$ cat src/rtl/core/afc_ram.sv
// ----------------------------------------------------------------------------
// afc_ram
// Generic single write port, single read port RAM with a registered read.
// ----------------------------------------------------------------------------
module afc_ram #(
    parameter int WIDTH = 32,
    parameter int DEPTH = 24
) (
    input  logic                     clk,
    input  logic                     we,
    input  logic [$clog2(DEPTH)-1:0] waddr,
    input  logic [WIDTH-1:0]         wdata,
    input  logic [$clog2(DEPTH)-1:0] raddr,
    output logic [WIDTH-1:0]         rdata
);

    logic [WIDTH-1:0] mem [DEPTH];

    always_ff @(posedge clk)
    begin
        if (we)
        begin
            mem[waddr] <= wdata;
        end
        rdata <= mem[raddr];
    end

endmodule

$ cat config.mk
export PLATFORM = sky130hd
export DESIGN_NAME = afc_ram
export DESIGN_NICKNAME = d
export VERILOG_FILES = /design/src/rtl/core/afc_ram.sv
export SDC_FILE = /design/constraint.sdc
export NUM_CORES = 1
export LEC_CHECK = 0
export ABC_AREA = 0
export BUFFER_PORTS_ARGS = -buffer_cell sky130_fd_sc_hd__buf_4
export CORE_MARGIN = 1
export CORE_UTILIZATION = 28
export CTS_CLUSTER_SIZE = 25
export DETAILED_ROUTE_END_ITERATION = 10
export PLACE_DENSITY = 0.5
export SYNTH_ARGS = -nofsm -noshare
export SYNTH_HDL_FRONTEND = slang
export SYNTH_SLANG_ARGS = --single-unit
$ cat constraint.sdc
create_clock -name clk -period 6.7 [get_ports clk]
set_input_delay 0.335 -clock clk [delete_from_list [all_inputs] [get_ports clk]]
set_output_delay 0.335 -clock clk [all_outputs]
set_load 0.01 [all_outputs]
## Word-level counts from Yosys, hierarchy flattened

Memory sizes are Yosys's and may differ from the RTL's. A register that Yosys moved wholly into a read port is not among the register bits.
Index checks and enable logic that the tools add are counted.

| word-level totals | value |
|---|---|
| input port bits | 44 |
| logic and storage cells | 3 |
| flip-flop bits (word level) | 0 |
| bits in writable memories | 768 |
| memories kept | 1 |
| output and inout bits | 32 |

| cells by class | value |
|---|---|
| muxes and demuxes | 2 |

Memory list:

| name | depth | width | rd ports | clocked after memory_dff | write ports | line | source |
|---|---|---|---|---|---|---|---|
| mem | 24 | 32 | 1 | 1 | 1 | 17 | `logic [WIDTH-1:0] mem [DEPTH];` |

Operators with widths:

| cell | number |
|---|---|
| 2-to-1 mux 1 bit | 2 |

## Depth between registers and ports, before layout

Gate-level depths: netlist (run 1).

| logic depth | value |
|---|---|
| depth in word-level cells | 2 |
| mapped depth | 7 |
| depth with buffers taken out | 4 |

## Worst setup path after synthesis (run 1)

No wires, ideal clock.

| timing path | value |
|---|---|
| path kind | input-to-reg |
| start point | in waddr[1] |
| end point | mem mem[20][0] (enable) |
| library setup time | 421 ps |
| arrival | 2320 ps |
| setup slack | 3959 ps |
| path buffers | 1 |
| stages on the path | 3 |
| required time | 6279 ps |
| path through | or3b_2 > clkbuf_1 > nor2_1 |

RTL lines:

| element | line | source |
|---|---|---|
| start, declared | 11 | `input logic [$clog2(DEPTH)-1:0] waddr,` |
| end, declared | 17 |  |

Straight into the memory's write port.

==> results of run 1 <==
-- worst max path at each step --
stage | startpoint | to | slack, ps | depth (start not counted)
4_1_cts | raddr[0] | rdata[13]$_DFF_P_ | 4360 | 6
3_3_place_gp | raddr[0] | rdata[15]$_DFF_P_ | 3730 | 6
2_1_floorplan | waddr[1] | mem[20][0]$_DFFE_PP_ | 3960 | 3
5_1_grt | raddr[2] | rdata[24]$_DFF_P_ | 4190 | 6
3_5_place_dp | raddr[2] | rdata[24]$_DFF_P_ | 3680 | 6
6_report | raddr[2] | rdata[24]$_DFF_P_ | 4310 | 6
-- flip-flops by register name, summed over array words and instances (netlist names) --
register and cells:
mem 768, rdata 32
-- per-stage QoR --
| stage | hold WS [ps] | std cells |
|---|---|---|
| after floorplan | 433.9 | 1543 |
| after global placement | 594.6 | 2974 |
| after detailed placement | 605.2 | 2974 |
| after CTS | 37.80 | 3122 |
| after global routing | 64.72 | 3122 |
| final | 76.96 | 3122 |
-- area by class of cell --
cell class	instances	area [um^2]	share of cell area, %
multi-input cells	659	6337	17.87
inverters	1	3.754	0.01058
clock buffers	114	2316	6.530
repair buffers	111	865.8	2.441
clock inverters	34	483.0	1.362
well taps	1403	1755	4.950
flip-flops and latches	800	23700	66.84
-- synthesized netlist by cell type (all sizes together) --
| cell | n |
|---|---|
| a221oi | 12 |
| a22oi | 72 |
| and2 | 1 |
| buf | 46 |
| clkbuf | 37 |
| dfxtp | 32 |
| edfxtp | 768 |
| inv | 1 |
| mux2 | 32 |
| mux2i | 232 |
| mux4 | 76 |
| nand2 | 98 |
| nand2b | 1 |
| nand3 | 53 |
| nand3b | 4 |
| nand4 | 32 |
| nor2 | 28 |
| nor2b | 3 |
| o21ai | 12 |
| or3 | 1 |
| or3b | 2 |
-- cells by family (layout without fill, tap and decap cells) --
family	Yosys count	in the layout
mux	340	340
flops	800	800
simple gates	223	223
compound gates	96	96
buf+inv	84	260
-- metal layers --
layer / up-vias / share of wire (%) / track usage, % / routed length, um
li1: 6462 / - / - / -
met5: - / 0 / 0 / 0
met4: 0 / 2.0 / 4.047 / 1531
met1: 7968 / 45 / 19.37 / 35270
met3: 85 / 4.6 / 2.126 / 3564
met2: 369 / 48 / 23.57 / 37740
-- power by group through the flow --
stage / Combinational (mW) / Clock, mW / Sequential [mW]
after floorplan: 0.275 / 0 / 5.69
after global placement: 0.511 / 0 / 5.70
after detailed placement: 0.522 / 0 / 5.70
after CTS: 0.522 / 4.84 / 5.60
after global routing: 0.554 / 5.02 / 5.60
final: 0.513 / 4.73 / 5.59
==> flow_summary.yaml, run 1 <==
setup_path:
  crit_chain: "buf_4, nor2b_4, buf_4, a221oi_1, o21ai_0, nand3_1"
  r2r_end: "rdata[7]$_DFF_P_"
  arrival_ps: 2880
  crit_buf_inv: 2
  slowest_delay_ps: 930
  worstSetupPathType: "input port to flop"
  ff2ff_path_depth: 4
  cpMaxStageDelayCell: "nor2b_4"
  critical_path.top_delay_family: "buffers and inverters"
  r2r_start: "mem[23][7]$_DFFE_PP_"
  rrSetupSlack_ps: 5260
  crit_path_max_fanout: 35
  cp-start-kind: "input port"
  worstSetupEndpointType: "flop"
  crit_required_ps: 7190
  path_common_cell: "buf_4"
global_route:
  gr-total-overflow: 0
  first_global_vias: 15360
  antenna_found_initial: 2
  grt_max_degree: 119
  grt_usage_pct: 14.24
  grt_pass1_wl_um: 110700
sta:
  tns_ps: 0
  rsz0062_at_grt: "no"
  fin_crit_sh_pct: 35.65
  finalSetupViolations: 0
  fin_worst_skew_ps: 21.29
  maxSlewViolCount: 0
  fmax_mhz: 418.7
  timing.final.ws_setup_ps: 4311
  worst_pin_slew_ps: 1255
  hold_viol_final: 0
  period_minus_slack_ps: 2389
  slew_headroom_pct: 16.36
detailed_routing:
  routed_wl_um: 78100
  dr.pass1.iters: 5
  viasPerCell: 4.767
  drt_iter0_markers: 1285
  ant_nets: 0
  wl_per_cell_um: 25.02
  drc_errors: 0
  dr_total_vias: 14880
finish:
  layout_commonest_cell: "edfxtp_1"
  final_area_um2: 35460
  fillers: 10230
  final_util_pct: 33.08
  finalNetCount: 1699
  drive_above_1_share_pct: 21.76
  diodes: 0
  areaGrowthSynthToFinish_pct: 17.11
  mostFrequentLayoutCells: "edfxtp_1, mux2i_1, buf_4"
yosys:
  netlist_instances: 1543
  synth_area_leaders: "edfxtp_1, mux2i_1, mux4_2"
  synth_fa_ha_area_share_pct: 0
  yosys.area.top_type: "edfxtp_1"
  synth_top_family_by_area: "multiplexers"
  synth_top_area_share_pct: 76.16
  synth_compound_area_share_pct: 2.330
  synth-simple-area-share_pct: 3.388
  synth_area_um2: 30280
  synth_xor_xnor_area_share_pct: 0
  yosys_warnings: 0
  synth_cell_types: 25
  avgSynthCellArea_um2: 19.63
  synth_fp_nets: 1587
  synth.mux.area_fraction_pct: 14.51
  ys_seq_area_share_pct: 78.27
  synth_seq_cells: 800
die:
  start_util_pct: 28.25
  dieArea_um2: 109500
  die_w_um: 330.9
  fp.dieH_um: 330.9
  std_cell_rows: 120
  io_pins: 76
  core_um2: 107200
cts:
  clkSinkCount: 800
  ctsResizeCount: 0
  cts_buffers: 82
  clk_path_buf_depth: 3
  htreeDepth: 3
  cts_root_buf: "clkbuf_16"
  cts_setup_buffers: 0
  path_clk_slew_ps: 60
  insertion_delay_ps: 620
  cts_hold_buf: 0
  cts_tree: "yes"
min_path:
  worstHoldEndpoint: "mem[12][30]$_DFFE_PP_"
  whs_path_depth: 1
  hold_class: "input port to flop"
  hp-start: "wdata[30]"
status:
  status: "completed"
power:
  clock_power_share_pct: 43.6
  combPwrFrac_pct: 4.7
  swShare_pct: 20.35
  p_seq_share_pct: 51.6
  peakVddDrop_mv: 0.1998
  power_mw: 10.83
  p_int_mw: 8.628
  power_density_nw_per_um2: 305.5
  p_leak_nw: 11.65
  switchingPower_mw: 2.205
job:
  maxCapViolCount: 0
placed_design:
  preCtsSetupSlack_ps: 3683
  place_hpwl_um: 36240
  port_buffers: 75
  finalWeightedCongestion: 0.7111
  dpl-instance-area_um2: 32670
(Power assumes the default switching activity.)
==> run 2: changes to the inputs <==
--- a/config.mk
+++ b/config.mk
@@ -5,13 +5,13 @@
 export SDC_FILE = /design/constraint.sdc
 export NUM_CORES = 1
 export LEC_CHECK = 0
-export ABC_AREA = 0
+export ABC_AREA = 1
 export BUFFER_PORTS_ARGS = -buffer_cell sky130_fd_sc_hd__buf_4
 export CORE_MARGIN = 1
 export CORE_UTILIZATION = 28
 export CTS_CLUSTER_SIZE = 25
 export DETAILED_ROUTE_END_ITERATION = 10
-export PLACE_DENSITY = 0.5
+export PLACE_DENSITY = 0.51
 export SYNTH_ARGS = -nofsm -noshare
 export SYNTH_HDL_FRONTEND = slang
 export SYNTH_SLANG_ARGS = --single-unit
==> constraint.sdc (replaced) <==
create_clock -name clk -period 1.9 [get_ports clk]
set_input_delay 0.095 -clock clk [delete_from_list [all_inputs] [get_ports clk]]
set_output_delay 0.095 -clock clk [all_outputs]
set_load 0.01 [all_outputs]
==> flow_summary.yaml, run 2 <==
setup_path:
  worstSetupEndpointType: "output pin"
  rrSetupSlack_ps: 610
  slowest_delay_ps: 570
  r2r_start: "mem[7][12]$_DFFE_PP_"
  r2r_end: "rdata[12]$_DFF_P_"
  crit_path_max_fanout: 1
  ff2ff_path_depth: 8
  crit_buf_inv: 1
  arrival_ps: 1420
  worstSetupPathType: "flop to output pin"
  cpMaxStageDelayCell: "dfxtp_1"
  crit_required_ps: 1800
  crit_chain: "buf_4"
  critical_path.top_delay_family: "flip-flops"
  cp-start-kind: "flop"
cts:
  cts_root_buf: "clkbuf_16"
  ctsResizeCount: 0
  insertion_delay_ps: 650
  path_clk_slew_ps: 60
  htreeDepth: 3
  clk_path_buf_depth: 3
  clkSinkCount: 800
  cts_tree: "yes"
  cts_buffers: 84
global_route:
  met3_usage_pct: 1.973
  busiest_layer: "met2"
  grt_max_degree: 84
  grt_usage_pct: 15.49
  grt_pass1_wl_um: 136000
  first_global_vias: 20260
  globalRouteMet1Util_pct: 21.08
  gr-total-overflow: 0
  grt.met2_usage_pct: 25.73
  antenna_found_initial: 1
sta:
  rsz0062_at_grt: "no"
  period_minus_slack_ps: 1518
  hold_viol_final: 0
  fin_crit_sh_pct: 79.88
  tns_ps: 0
  worst_pin_slew_ps: 581.4
  timing.final.ws_setup_ps: 382.3
  holdWs_ps: 57.76
  fin_worst_skew_ps: 19.97
  maxSlewViolCount: 0
  slew_headroom_pct: 61.24
  finalSetupViolations: 0
  fmax_mhz: 658.9
finish:
  largest_reg_flops: 768
  largestRegisters: "mem (768), rdata (32)"
  layout_commonest_cell: "edfxtp_1"
  drive_above_1_share_pct: 11.20
  areaGrowthSynthToFinish_pct: 20.02
  final_util_pct: 33.93
  finalNetCount: 3118
  top_register: "mem"
  mostFrequentLayoutCells: "edfxtp_1, nand2_1, nand3_1"
  diodes: 0
detailed_routing:
  ant_nets: 0
  dr_total_vias: 20930
  wl_per_cell_um: 19.66
  routed_wl_um: 91750
  drt_iter0_markers: 1609
  dr.pass1.iters: 5
  drc_errors: 0
  viasPerCell: 4.486
power:
  p_int_mw: 30.29
  clock_power_share_pct: 43.1
  swShare_pct: 22.33
  peakVddDrop_mv: 0.7218
  p_seq_share_pct: 50.5
  p_leak_nw: 15.28
  power_mw: 38.99
  power_density_nw_per_um2: 987.8
  combPwrFrac_pct: 6.4
  switchingPower_mw: 8.708
min_path:
  hp-start: "raddr[2]"
  hold_class: "input port to flop"
  worstHoldEndpoint: "rdata[14]$_DFF_P_"
  whs_path_depth: 7
yosys:
  avgSynthCellArea_um2: 11.24
  synth_top_area_share_pct: 70.12
  ys_seq_area_share_pct: 72.06
  synth_edf_count: 768
  synth_fp_nets: 2970
  synth_commonest_cells: "edfxtp_1, nand2_1, nand3_1, inv_1, nor2_1"
  yosysMostFrequentCell: "edfxtp_1"
  synth_cell_types: 17
  synth_area_um2: 32890
  netlist_instances: 2926
  yosys_warnings: 0
  synth_ff_type: "edfxtp_1"
  async_flop_share_pct: 0
  yosys.area.top_type: "edfxtp_1"
  synth_seq_cells: 800
  synth_area_leaders: "edfxtp_1, nand2_1, nand3_1"
placed_design:
  place_hpwl_um: 50700
  finalWeightedCongestion: 0.7382
  port_buffers: 75
  preCtsSetupSlack_ps: 249.4
status:
  status: "completed"
die:
  io_pins: 76
  start_util_pct: 28.27
  die_w_um: 344.7
  fp.dieH_um: 344.7
  std_cell_rows: 125
  core_um2: 116400
  dieArea_um2: 118800
job:
  maxCapViolCount: 0
-- run 2: cell count changes after synthesis, sizes merged, moves of 32 or more --
cell	before	now
nand3	53	424
nand4	32	0
mux4	76	0
a22oi	72	0
o211ai	0	64
nand2	98	737
buf	46	113
mux2i	232	0
inv	1	392
nor2	28	217
mux2	32	0
o21ai	12	128
-- run 2: worst max-delay path by stage --
stage,depth (start not counted),start,slack (ps),endpoint
final,1,rdata[13]$_DFF_P_,380,rdata[13]
after global routing,1,rdata[14]$_DFF_P_,320,rdata[14]
after CTS,1,rdata[13]$_DFF_P_,300,rdata[13]
after detailed placement,5,waddr[3],250,mem[21][9]$_DFFE_PP_
after global placement,5,waddr[3],250,mem[19][11]$_DFFE_PP_
after floorplan,3,waddr[1],-240,mem[21][0]$_DFFE_PP_
-- run 2: area by class of cell --
class / instances / area (um^2)
tap: 1524 / 1907
inverter: 393 / 1495
clock buffer: 109 / 2318
multi-input combinational: 1571 / 7012
timing repair buffer: 224 / 2539
fill: 11600 / 76880
sequential: 800 / 23700
clock inverter: 46 / 504.2
-- run 2: cells by family after synthesis --
| group | Yosys count | share of synthesized area (%) |
|---|---|---|
| DFF | 800 | 72.06 |
| buffers and inverters | 555 | 7.167 |
| AOI/OAI and AO/OA | 192 | 3.408 |
| and+or+nand+nor | 1379 | 17.36 |
-- run 2: what timing repair did --
| item | in CTS | in global routing |
|---|---|---|
| buffers inserted | 0 | 0 |
| hold endpoints to repair | 779 | 0 |
| hold buffers | 33 | 0 |
-- run 2: worst reg2reg max path, cell delays in order (launching register included) --
cell      delay [ps]
edfxtp_1         380
inv_1             70
nand2_1           60
nand3_1          100
nand3_1           80
nand3_1          100
nand2_1          100
nand2_1          120
nand2_1          140
-- run 2: routing by layer --
metal	share of wire (%)	vias to the layer above
met4	2.2	2
met1	46	10250
met3	4.1	109
li1	-	10100
met2	48	469
met5	0.0087	-
-- run 2: power groups by stage --
stage          sequential, mW  combinational, mW  clock [mW]
2_1_floorplan            20.1               1.24           0
3_3_place_gp             20.1               2.47           0
3_5_place_dp             20.1               2.48           0
4_1_cts                  19.7               2.55        17.1
5_1_grt                  19.7               2.75        17.8
6_report                 19.7               2.50        16.8
-- run 2: stage by stage --
stage          instances  instance area (um^2)
2_1_floorplan       2926                 32890
3_3_place_gp        4479                 36320
3_5_place_dp        4479                 36320
4_1_cts             4667                 39480
5_1_grt             4667                 39480
6_report            4667                 39480
